File: src/sv/smx_pkg.sv
`default_nettype none
// ----------------------------------------------------------------------------
// smx_pkg
// Shared types, constants and the base-2 table for the softmax vector unit.
// ----------------------------------------------------------------------------
package smx_pkg;

   // default vector capacity
   localparam int MAX_ELEMENTS_DEF = 16;
   // count field of a queued job covers the whole capacity range (up to 127)
   localparam int JOB_CNT_W = 7;
   // exponential and probability width, Q0.16 / Q1.16
   localparam int EXP_W = 17;
   // division: numerator e*65536 + sum/2 and number of quotient bits
   localparam int NUM_W = 34;
   localparam int QUO_W = 17;
   // exp cutoff, -16 in Q8.8, and log2(e) in Q8.8
   localparam logic [15:0] EXP_CUTOFF = 16'd4096;
   localparam logic [8:0] LOG2E_Q8 = 9'd369;

   // input item
   typedef struct packed {
      logic signed [15:0] logit;
      logic               last_logit;
   } req_type;

   // result item
   typedef struct packed {
      logic [3:0]       elem_index;
      logic [EXP_W-1:0] probability;
      logic             last_probability;
      logic             overflow;
   } rsp_type;

   // one finished vector handed from front to back
   typedef struct packed {
      logic [JOB_CNT_W-1:0] count;
      logic signed [15:0]   max_score;
      logic                 dropped;
   } job_type;

   // job queue status seen by both sides
   typedef struct packed {
      logic full;
      logic empty;
      logic wr_bank;
      logic rd_bank;
   } queue_status_type;

   // back-end sequencer states
   typedef enum logic [2:0] {
      BK_IDLE,
      BK_EXP_READ,
      BK_EXP_SCALE,
      BK_EXP_INTERP,
      BK_DIV_READ,
      BK_DIV_LOAD,
      BK_DIV_RUN,
      BK_DIV_OUT
   } back_state_type;

   // round(2^(-i/16) * 65536)
   function automatic logic [EXP_W-1:0] pow2_entry(input logic [4:0] idx);
      logic [EXP_W-1:0] val;
      case (idx)
         5'd0:    val = 17'd65536;
         5'd1:    val = 17'd62757;
         5'd2:    val = 17'd60097;
         5'd3:    val = 17'd57549;
         5'd4:    val = 17'd55109;
         5'd5:    val = 17'd52773;
         5'd6:    val = 17'd50535;
         5'd7:    val = 17'd48393;
         5'd8:    val = 17'd46341;
         5'd9:    val = 17'd44376;
         5'd10:   val = 17'd42495;
         5'd11:   val = 17'd40693;
         5'd12:   val = 17'd38968;
         5'd13:   val = 17'd37316;
         5'd14:   val = 17'd35734;
         5'd15:   val = 17'd34219;
         5'd16:   val = 17'd32768;
         default: val = 17'd0;
      endcase
      return val;
   endfunction

endpackage
`default_nettype wire

File: src/sv/smx_ram.sv
`default_nettype none
// ----------------------------------------------------------------------------
// smx_ram
// Generic simple dual-port RAM, one write and one registered read port.
// ----------------------------------------------------------------------------
module smx_ram #(
   parameter int WIDTH = 16,
   parameter int DEPTH = 16
) (
   input  wire logic                     clock,
   input  wire logic                     wr_en,
   input  wire logic [$clog2(DEPTH)-1:0] wr_addr,
   input  wire logic [WIDTH-1:0]         wr_data,
   input  wire logic [$clog2(DEPTH)-1:0] rd_addr,
   output logic      [WIDTH-1:0]         rd_data
);

   logic [WIDTH-1:0] mem_ff [DEPTH];
   logic [WIDTH-1:0] rd_data_ff;

   always_ff @(posedge clock) begin
      if (wr_en) begin
         mem_ff[wr_addr] <= wr_data;
      end
      rd_data_ff <= mem_ff[rd_addr];
   end

   assign rd_data = rd_data_ff;

endmodule
`default_nettype wire

File: src/sv/smx_job_queue.sv
`default_nettype none
// ----------------------------------------------------------------------------
// smx_job_queue
// Two-entry job queue; its pointers also select the score buffer bank.
// ----------------------------------------------------------------------------
module smx_job_queue (
   input  wire logic                      clock,
   input  wire logic                      reset,
   input  wire logic                      push,
   input  wire smx_pkg::job_type          push_job,
   input  wire logic                      pop,
   output smx_pkg::job_type               head_job,
   output smx_pkg::queue_status_type      status
);

   smx_pkg::job_type entry_ff [2];
   logic             wr_ptr_ff, wr_ptr_in;
   logic             rd_ptr_ff, rd_ptr_in;
   logic [1:0]       fill_ff, fill_in;

   // pointer and fill update
   always_comb begin
      wr_ptr_in = wr_ptr_ff ^ push;
      rd_ptr_in = rd_ptr_ff ^ pop;
      fill_in   = fill_ff + {1'b0, push} - {1'b0, pop};
   end

   always_ff @(posedge clock) begin
      if (reset) begin
         wr_ptr_ff <= 1'b0;
         rd_ptr_ff <= 1'b0;
         fill_ff   <= 2'd0;
      end else begin
         wr_ptr_ff <= wr_ptr_in;
         rd_ptr_ff <= rd_ptr_in;
         fill_ff   <= fill_in;
      end
   end

   // entry storage
   always_ff @(posedge clock) begin
      if (push) begin
         entry_ff[wr_ptr_ff] <= push_job;
      end
   end

   assign head_job       = entry_ff[rd_ptr_ff];
   assign status.full    = fill_ff[1];
   assign status.empty   = (fill_ff == 2'd0);
   assign status.wr_bank = wr_ptr_ff;
   assign status.rd_bank = rd_ptr_ff;

endmodule
`default_nettype wire

File: src/sv/smx_front.sv
`default_nettype none
// ----------------------------------------------------------------------------
// smx_front
// Accepts scores, stores them, tracks count, maximum and drops per vector.
// ----------------------------------------------------------------------------
module smx_front #(
   parameter int MAX_ELEMENTS = smx_pkg::MAX_ELEMENTS_DEF,
   localparam int IDX_W = $clog2(MAX_ELEMENTS),
   localparam int CNT_W = $clog2(MAX_ELEMENTS + 1)
) (
   input  wire logic                      clock,
   input  wire logic                      reset,
   input  wire logic                      req_valid,
   input  wire smx_pkg::req_type          req_item,
   output logic                           req_stall,
   input  wire smx_pkg::queue_status_type qstatus,
   output logic                           score_we,
   output logic [IDX_W:0]                 score_waddr,
   output logic [15:0]                    score_wdata,
   output logic                           push,
   output smx_pkg::job_type               push_job
);

   logic [CNT_W-1:0]   count_ff, count_in;
   logic signed [15:0] max_ff, max_in;
   logic               dropped_ff, dropped_in;
   logic               accept;
   logic               has_room;
   logic [CNT_W-1:0]   count_next;
   logic signed [15:0] max_next;
   logic               dropped_next;

   // stall while both score banks hold pending vectors
   assign req_stall = qstatus.full;
   assign accept    = req_valid && !req_stall;
   assign has_room  = (count_ff < CNT_W'(MAX_ELEMENTS));

   // vector state after this item
   always_comb begin
      count_next   = count_ff;
      max_next     = max_ff;
      dropped_next = dropped_ff;
      if (has_room) begin
         count_next = count_ff + CNT_W'(1);
         if (req_item.logit > max_ff) begin
            max_next = req_item.logit;
         end
      end else begin
         dropped_next = 1'b1;
      end
   end

   // clear on the last item, hold when idle
   always_comb begin
      count_in   = count_ff;
      max_in     = max_ff;
      dropped_in = dropped_ff;
      if (accept) begin
         if (req_item.last_logit) begin
            count_in   = '0;
            max_in     = 16'sh8000;
            dropped_in = 1'b0;
         end else begin
            count_in   = count_next;
            max_in     = max_next;
            dropped_in = dropped_next;
         end
      end
   end

   always_ff @(posedge clock) begin
      if (reset) begin
         count_ff   <= '0;
         max_ff     <= 16'sh8000;
         dropped_ff <= 1'b0;
      end else begin
         count_ff   <= count_in;
         max_ff     <= max_in;
         dropped_ff <= dropped_in;
      end
   end

   // score write into the bank owned by the front
   assign score_we    = accept && has_room;
   assign score_waddr = {qstatus.wr_bank, count_ff[IDX_W-1:0]};
   assign score_wdata = req_item.logit;

   // hand the finished vector to the back
   assign push               = accept && req_item.last_logit;
   assign push_job.count     = smx_pkg::JOB_CNT_W'(count_next);
   assign push_job.max_score = max_next;
   assign push_job.dropped   = dropped_next;

endmodule
`default_nettype wire

File: src/sv/smx_back.sv
`default_nettype none
// ----------------------------------------------------------------------------
// smx_back
// Per vector: exponentials and their sum, then one serial division per item.
// ----------------------------------------------------------------------------
module smx_back #(
   parameter int MAX_ELEMENTS = smx_pkg::MAX_ELEMENTS_DEF,
   localparam int IDX_W = $clog2(MAX_ELEMENTS),
   localparam int CNT_W = $clog2(MAX_ELEMENTS + 1),
   localparam int SUM_W = smx_pkg::EXP_W + $clog2(MAX_ELEMENTS)
) (
   input  wire logic                      clock,
   input  wire logic                      reset,
   input  wire smx_pkg::job_type          job,
   input  wire smx_pkg::queue_status_type qstatus,
   output logic                           pop,
   output logic [IDX_W:0]                 score_raddr,
   input  wire logic [15:0]               score_rdata,
   output logic                           exp_we,
   output logic [IDX_W-1:0]               exp_addr,
   output logic [smx_pkg::EXP_W-1:0]      exp_wdata,
   input  wire logic [smx_pkg::EXP_W-1:0] exp_rdata,
   output logic                           rsp_valid,
   input  wire logic                      rsp_stall,
   output smx_pkg::rsp_type               rsp_item
);

   localparam int EW = smx_pkg::EXP_W;
   localparam int QW = smx_pkg::QUO_W;
   localparam int NW = smx_pkg::NUM_W;

   smx_pkg::back_state_type state_ff, state_in;
   logic [CNT_W-1:0] idx_ff, idx_in;
   logic [SUM_W-1:0] sum_ff, sum_in;
   logic [13:0]      t_ff, t_in;
   logic             zero_ff, zero_in;
   logic [SUM_W-1:0] rem_ff, rem_in;
   logic [QW-1:0]    quo_ff, quo_in;
   logic [4:0]       step_ff, step_in;
   logic             rsp_valid_ff, rsp_valid_in;
   smx_pkg::rsp_type rsp_ff, rsp_in;

   logic             is_last;
   logic             out_free;
   logic signed [16:0] diff;
   logic [21:0]      scaled;
   logic [5:0]       shift_k;
   logic [4:0]       tab_j;
   logic [EW-1:0]    tab_a, tab_b, tab_gap, mant, exp_val;
   logic [20:0]      interp;
   logic [NW-1:0]    numer;
   logic [SUM_W:0]   trial;
   logic [CNT_W+3:0] idx_wide;

   assign is_last  = (smx_pkg::JOB_CNT_W'(idx_ff) + smx_pkg::JOB_CNT_W'(1)) == job.count;
   assign out_free = !rsp_valid_ff || !rsp_stall;

   // exp stage 1: distance below max, scaled to base 2 (Q8.8)
   always_comb begin
      diff   = 17'(job.max_score) - 17'(signed'(score_rdata));
      scaled = 22'(diff[12:0]) * 22'(smx_pkg::LOG2E_Q8) + 22'd128;
   end

   // exp stage 2: table interpolation and right shift
   always_comb begin
      shift_k = t_ff[13:8];
      tab_j   = {1'b0, t_ff[7:4]};
      tab_a   = smx_pkg::pow2_entry(tab_j);
      tab_b   = smx_pkg::pow2_entry(tab_j + 5'd1);
      tab_gap = tab_a - tab_b;
      interp  = 21'(tab_gap) * 21'(t_ff[3:0]) + 21'd8;
      mant    = tab_a - EW'(interp[20:4]);
      if (zero_ff || shift_k >= 6'd17) begin
         exp_val = '0;
      end else begin
         exp_val = mant >> shift_k;
      end
   end

   // divider: numerator and one restoring step
   always_comb begin
      numer = {1'b0, exp_rdata, 16'd0} + NW'(sum_ff >> 1);
      trial = {rem_ff, quo_ff[QW-1]};
   end

   // next state
   always_comb begin
      state_in = state_ff;
      case (state_ff)
         smx_pkg::BK_IDLE: begin
            if (!qstatus.empty) begin
               state_in = smx_pkg::BK_EXP_READ;
            end
         end
         smx_pkg::BK_EXP_READ:  state_in = smx_pkg::BK_EXP_SCALE;
         smx_pkg::BK_EXP_SCALE: state_in = smx_pkg::BK_EXP_INTERP;
         smx_pkg::BK_EXP_INTERP: begin
            state_in = is_last ? smx_pkg::BK_DIV_READ : smx_pkg::BK_EXP_READ;
         end
         smx_pkg::BK_DIV_READ: state_in = smx_pkg::BK_DIV_LOAD;
         smx_pkg::BK_DIV_LOAD: state_in = smx_pkg::BK_DIV_RUN;
         smx_pkg::BK_DIV_RUN: begin
            if (step_ff == 5'd1) begin
               state_in = smx_pkg::BK_DIV_OUT;
            end
         end
         smx_pkg::BK_DIV_OUT: begin
            if (out_free) begin
               state_in = is_last ? smx_pkg::BK_IDLE : smx_pkg::BK_DIV_READ;
            end
         end
         default: state_in = smx_pkg::BK_IDLE;
      endcase
   end

   // control outputs
   always_comb begin
      exp_we = (state_ff == smx_pkg::BK_EXP_INTERP);
      pop    = (state_ff == smx_pkg::BK_DIV_OUT) && out_free && is_last;
   end

   assign score_raddr = {qstatus.rd_bank, idx_ff[IDX_W-1:0]};
   assign exp_addr    = idx_ff[IDX_W-1:0];
   assign exp_wdata   = exp_val;
   assign idx_wide    = {4'd0, idx_ff};

   // datapath registers
   always_comb begin
      idx_in       = idx_ff;
      sum_in       = sum_ff;
      t_in         = t_ff;
      zero_in      = zero_ff;
      rem_in       = rem_ff;
      quo_in       = quo_ff;
      step_in      = step_ff;
      rsp_in       = rsp_ff;
      rsp_valid_in = rsp_valid_ff && rsp_stall;
      case (state_ff)
         smx_pkg::BK_IDLE: begin
            idx_in = '0;
            sum_in = '0;
         end
         smx_pkg::BK_EXP_SCALE: begin
            t_in    = scaled[21:8];
            zero_in = (diff[15:0] > smx_pkg::EXP_CUTOFF);
         end
         smx_pkg::BK_EXP_INTERP: begin
            sum_in = sum_ff + SUM_W'(exp_val);
            idx_in = is_last ? '0 : idx_ff + CNT_W'(1);
         end
         smx_pkg::BK_DIV_LOAD: begin
            rem_in  = SUM_W'(numer[NW-1:QW]);
            quo_in  = numer[QW-1:0];
            step_in = 5'(QW);
         end
         smx_pkg::BK_DIV_RUN: begin
            step_in = step_ff - 5'd1;
            if (trial >= {1'b0, sum_ff}) begin
               rem_in = SUM_W'(trial - {1'b0, sum_ff});
               quo_in = {quo_ff[QW-2:0], 1'b1};
            end else begin
               rem_in = trial[SUM_W-1:0];
               quo_in = {quo_ff[QW-2:0], 1'b0};
            end
         end
         smx_pkg::BK_DIV_OUT: begin
            if (out_free) begin
               rsp_valid_in             = 1'b1;
               rsp_in.elem_index        = idx_wide[3:0];
               rsp_in.probability       = quo_ff;
               rsp_in.last_probability  = is_last;
               rsp_in.overflow          = job.dropped;
               idx_in                   = idx_ff + CNT_W'(1);
            end
         end
         default: begin
         end
      endcase
   end

   always_ff @(posedge clock) begin
      if (reset) begin
         state_ff     <= smx_pkg::BK_IDLE;
         rsp_valid_ff <= 1'b0;
      end else begin
         state_ff     <= state_in;
         rsp_valid_ff <= rsp_valid_in;
      end
   end

   always_ff @(posedge clock) begin
      idx_ff  <= idx_in;
      sum_ff  <= sum_in;
      t_ff    <= t_in;
      zero_ff <= zero_in;
      rem_ff  <= rem_in;
      quo_ff  <= quo_in;
      step_ff <= step_in;
      rsp_ff  <= rsp_in;
   end

   assign rsp_valid = rsp_valid_ff;
   assign rsp_item  = rsp_ff;

endmodule
`default_nettype wire

File: src/sv/softmax_vector_unit.sv
`default_nettype none
// ----------------------------------------------------------------------------
// softmax_vector_unit
// Streaming softmax over one vector of signed Q8.8 scores.
// ----------------------------------------------------------------------------
// Input channel req_*: one score per item, last_logit closes the vector.
// Scores are taken one per cycle while a score bank is free; scores beyond
// MAX_ELEMENTS are dropped and the vector's results carry overflow.
// Result channel rsp_*: one item per stored score, in arrival order, with
// its index, probability in Q1.16 and last_probability on the final one.
// Two score banks and a two-entry job queue let the front take the next
// vector while the back still works on the previous one; the front stalls
// only when both banks hold pending vectors.
// Back work per vector: for each score, the exponential (memory read,
// scale multiply, table interpolation); then for each score, the result
// (memory read, divider load, the 17-step serial divider, output state);
// the first result follows the last exponential of the vector.
// A stalled result holds its output register and the back waits.
// Reset (synchronous) empties the queue and clears vector state; memory
// contents need no clearing since only written entries are read.
// ----------------------------------------------------------------------------
module softmax_vector_unit #(
   parameter int MAX_ELEMENTS = smx_pkg::MAX_ELEMENTS_DEF
) (
   input  wire logic             clock,
   input  wire logic             reset,
   input  wire logic             req_valid,
   output logic                  req_stall,
   input  wire smx_pkg::req_type req_item,
   output logic                  rsp_valid,
   input  wire logic             rsp_stall,
   output smx_pkg::rsp_type      rsp_item
);

   localparam int IDX_W = $clog2(MAX_ELEMENTS);

   smx_pkg::queue_status_type qstatus;
   smx_pkg::job_type          push_job;
   smx_pkg::job_type          head_job;
   logic                      push;
   logic                      pop;
   logic                      score_we;
   logic [IDX_W:0]            score_waddr;
   logic [15:0]               score_wdata;
   logic [IDX_W:0]            score_raddr;
   logic [15:0]               score_rdata;
   logic                      exp_we;
   logic [IDX_W-1:0]          exp_addr;
   logic [smx_pkg::EXP_W-1:0] exp_wdata;
   logic [smx_pkg::EXP_W-1:0] exp_rdata;

   smx_front #(.MAX_ELEMENTS(MAX_ELEMENTS)) u_front (
      .clock       (clock),
      .reset       (reset),
      .req_valid   (req_valid),
      .req_item    (req_item),
      .req_stall   (req_stall),
      .qstatus     (qstatus),
      .score_we    (score_we),
      .score_waddr (score_waddr),
      .score_wdata (score_wdata),
      .push        (push),
      .push_job    (push_job)
   );

   smx_job_queue u_queue (
      .clock    (clock),
      .reset    (reset),
      .push     (push),
      .push_job (push_job),
      .pop      (pop),
      .head_job (head_job),
      .status   (qstatus)
   );

   // two banks of scores, one per queue slot
   smx_ram #(.WIDTH(16), .DEPTH(2 ** (IDX_W + 1))) u_score_ram (
      .clock   (clock),
      .wr_en   (score_we),
      .wr_addr (score_waddr),
      .wr_data (score_wdata),
      .rd_addr (score_raddr),
      .rd_data (score_rdata)
   );

   smx_ram #(.WIDTH(smx_pkg::EXP_W), .DEPTH(2 ** IDX_W)) u_exp_ram (
      .clock   (clock),
      .wr_en   (exp_we),
      .wr_addr (exp_addr),
      .wr_data (exp_wdata),
      .rd_addr (exp_addr),
      .rd_data (exp_rdata)
   );

   smx_back #(.MAX_ELEMENTS(MAX_ELEMENTS)) u_back (
      .clock       (clock),
      .reset       (reset),
      .job         (head_job),
      .qstatus     (qstatus),
      .pop         (pop),
      .score_raddr (score_raddr),
      .score_rdata (score_rdata),
      .exp_we      (exp_we),
      .exp_addr    (exp_addr),
      .exp_wdata   (exp_wdata),
      .exp_rdata   (exp_rdata),
      .rsp_valid   (rsp_valid),
      .rsp_stall   (rsp_stall),
      .rsp_item    (rsp_item)
   );

endmodule
`default_nettype wire

File: config.mk
export PLATFORM = sky130hd
export DESIGN_NAME = softmax_vector_unit
export DESIGN_NICKNAME = d
export VERILOG_FILES = /design/src/sv/smx_pkg.sv /design/src/sv/smx_ram.sv /design/src/sv/smx_job_queue.sv /design/src/sv/smx_front.sv /design/src/sv/smx_back.sv /design/src/sv/softmax_vector_unit.sv
export SDC_FILE = /design/constraint.sdc
export NUM_CORES = 2
export LEC_CHECK = 0
export BUFFER_PORTS_ARGS = -buffer_cell sky130_fd_sc_hd__buf_4
export CORE_UTILIZATION = 45
export CTS_BUF_LIST = sky130_fd_sc_hd__clkbuf_4
export DETAILED_ROUTE_END_ITERATION = 12
export PLACE_DENSITY = 0.69
export SLEW_MARGIN = 15
export SYNTH_ARGS = -nofsm -noshare
export SYNTH_HDL_FRONTEND = slang
export SYNTH_SLANG_ARGS = --single-unit
File: constraint.sdc
create_clock -name clock -period 19.5 [get_ports clock]
set_input_delay 0.975 -clock clock [delete_from_list [all_inputs] [get_ports clock]]
set_output_delay 0.975 -clock clock [all_outputs]
set_load 0.01 [all_outputs]
==> reports/metrics.cfg <==
[status]
run_status=finished, final reports clean

[die]
ioPinCount=46
die_h_um=332
die_width_um=332
floorplan.die_area_mm2=0.110
floorplan.initialDensity_pct=45.6
rows=120
core_mm2=0.108

[placed_design]
io_buffer_count=45
placed_cells_incl_taps=4586
post-dp-hpwl_mm=68.4
gp_congestion=0.895

[final_layout]
final-seq-area_mm2=0.0297
area_growth_syn_to_fin_pct=11.2
most-common-layout-cells=sky130_fd_sc_hd__edfxtp_1, sky130_fd_sc_hd__clkbuf_4, sky130_fd_sc_hd__mux4_2
post_route_cells_drive_above_1_share_pct=23.7
design.final.nets=3759
final_core_utilization_pct=50.7
multiInputGateArea_mm2=0.0184
most_common_cell_after_layout_fill_and_taps_aside=sky130_fd_sc_hd__edfxtp_1
filler_cell_count=8951
stdcell_count=5050

[yosys]
mappedNetlistNets=3525
synth.avg_cell_area_um2=15.4
number_of_warning_messages_in_the_yosys_log=0
dominantRegCellSynth=sky130_fd_sc_hd__edfxtp_1
synth-async-reset-ratio_pct=0
yosys_register_bits=1015
post_synth_instance_area_mm2=0.0491
synth_seq_area_share_pct=60.5
synth_edf_count=935
number_of_instances_in_the_synthesized_netlist=3191
ys_types=87

[clock_tree]
post_cts_resize_count=0
ctsLongestPathBuffers=3
cts.repair_timing.setup_buffer_count=0
cts.reportedPaths.clkPinSlew_ns=0.07
clock_h_tree_levels=4
cts.sinks=1015
cts-hold-fix-buffers=0
tritoncts.num_buffers=240
clock-root-buffer=sky130_fd_sc_hd__clkbuf_4
clk_latency_ns=1.18
tritoncts=done

[sta]
rsz0062_at_grt=no
totalNegativeSetupSlack_ns=0
period_share_pct=63.4
fin_worst_skew_ns=0.0953
timing.final.setup_violations=0
hold_viol=0
fmaxAchievable_mhz=80.8
worst-slew-pin-transition_ns=1.21
worst_relative_slew_slack_pct=19.4
timing.final.crit_period_ns=12.37
maxSlewViolCount=0

[global_routing]
grt_util_all_layers_pct=19.9
via_count_of_the_first_global_routing_pass=28600
globalRouteOverflowTotal=0
grt_antenna_before_repair=6
grt_max_degree=153
grt_pass1_wl_mm=167

[drt]
remaining_drc_errors=0
vias=28400
detail_route.wirelength_mm=109
initialDrtViolationCount=2298
routedWlPerCell_um=21.6
drt_first_pass_iters=6
antenna_viol_nets_final=0
detail_route.vias_per_cell=5.61

[run]
max_cap_viols=0

[critical_path]
cp_slowest_cell=sky130_fd_sc_hd__a211oi_2
timing.critical_path.mode_cell=sky130_fd_sc_hd__ha_1
worstSetupPathType=flip-flop to flip-flop
worst_setup_path_start_kind=flip-flop
critical_path_arrival_ns=13.24
setup.worst_path.end_class=flip-flop
cpPeakStageDelay_ns=0.98
critical_path_required_ns=20.37
worst-path-max-fanout=17

[worst_hold_path]
worstHoldPathType=primary input to flip-flop

==> cells by family (layout without fill, tap and decap cells) <==
group                    Yosys count  after routing  synth area share, %
multiplexers                     323            323                 13.1
flip-flops                      1015           1015                 60.5
buffers and inverters            298            742                 2.32
adder cells (fa/ha/maj)          313            313                 9.00
XOR/XNOR                         123            123                 2.20
AO/OA/AOI/OAI                    461            461                 6.37
other                              0             12                    0
AND/OR/NAND/NOR                  658            658                 6.56
==> worst paths after layout <==
path                                     end                   startpoint  depth (start not counted)  slack [ns]
max          u_back.sum_ff[19]$_SDFFCE_PN0P_     u_back.t_ff[4]$_DFFE_PN_                         42        7.13
min              u_back.rsp_valid$_SDFF_PP0_                    rsp_stall                          3        0.20
max reg2reg  u_back.sum_ff[19]$_SDFFCE_PN0P_     u_back.t_ff[4]$_DFFE_PN_                         42        7.13
min reg2reg    u_back.rsp_item[16]$_DFFE_PP_  u_back.quo_ff[14]$_DFFE_PP_                          0        0.45
==> final cells by class <==
type | count | area share [%]
Tap cell | 1403 | 3.22
Inverter | 177 | 1.22
Antenna cell | 12 | 0.0550
Clock buffer | 358 | 4.92
Sequential cell | 1015 | 54.4
Multi-Input combinational cell | 1878 | 33.7
Timing Repair Buffer | 113 | 1.60
Clock inverter | 94 | 0.889
==> metrics by stage <==
stage	area, µm²	hold WS (ns)	setup slack (ns)
2_1_floorplan	49100	0.426	8.71
3_3_place_gp	51300	0.434	7.49
3_5_place_dp	51300	0.436	7.28
4_1_cts	54500	0.0772	7.22
5_1_grt	54600	0.113	6.21
6_report	54600	0.196	7.13
==> flip-flops by register name (all words and copies together) (netlist names), 17 cells and up <==
| register | flops |
|---|---|
| u_back.sum_ff | 21 |
| u_exp_ram.rd_data | 17 |
| u_back.rem_ff | 21 |
| u_queue.entry_ff | 44 |
| u_exp_ram.mem_ff | 272 |
| u_back.quo_ff | 17 |
| u_back.rsp_item | 23 |
| u_back.tab_a | 17 |
| u_score_ram.mem_ff | 512 |
==> critical path, delay by kind of cell (launching register included) <==
family                     cells  cell delay [ns]
AOI/OAI and AO/OA             24             6.61
xor gates and xnor gates       2             0.38
muxes                          1             0.13
buffers and inverters          1             0.26
DFF                            1             0.56
adders and majority gates      9             3.58
and+or+nand+nor                5             0.58
==> routing by layer <==
layer  share of wire, %  track usage (%)  vias up
li1                   -                -    13100
met1                 43             26.9    14300
met2                 48             32.1      867
met3                6.5             3.94      170
met4                2.2             6.67        6
met5              0.033                0        -
==> synth_stat cells (67+ instances only) <==
master	instances	area (µm²)
sky130_fd_sc_hd__inv_1	177	664
sky130_fd_sc_hd__dfxtp_1	80	1600
sky130_fd_sc_hd__clkbuf_1	72	270
sky130_fd_sc_hd__ha_1	246	3080
sky130_fd_sc_hd__o21ai_0	94	470
sky130_fd_sc_hd__and2_1	77	482
sky130_fd_sc_hd__edfxtp_1	935	28100
sky130_fd_sc_hd__nor2_1	199	747
sky130_fd_sc_hd__a21oi_1	111	556
sky130_fd_sc_hd__mux4_2	249	5610
sky130_fd_sc_hd__fa_1	67	1340
sky130_fd_sc_hd__xnor2_1	69	604
sky130_fd_sc_hd__nand2_1	137	514
Power is not shown: default switching activity piles up to over one toggle a cycle in this logic, so the estimate is an artifact.
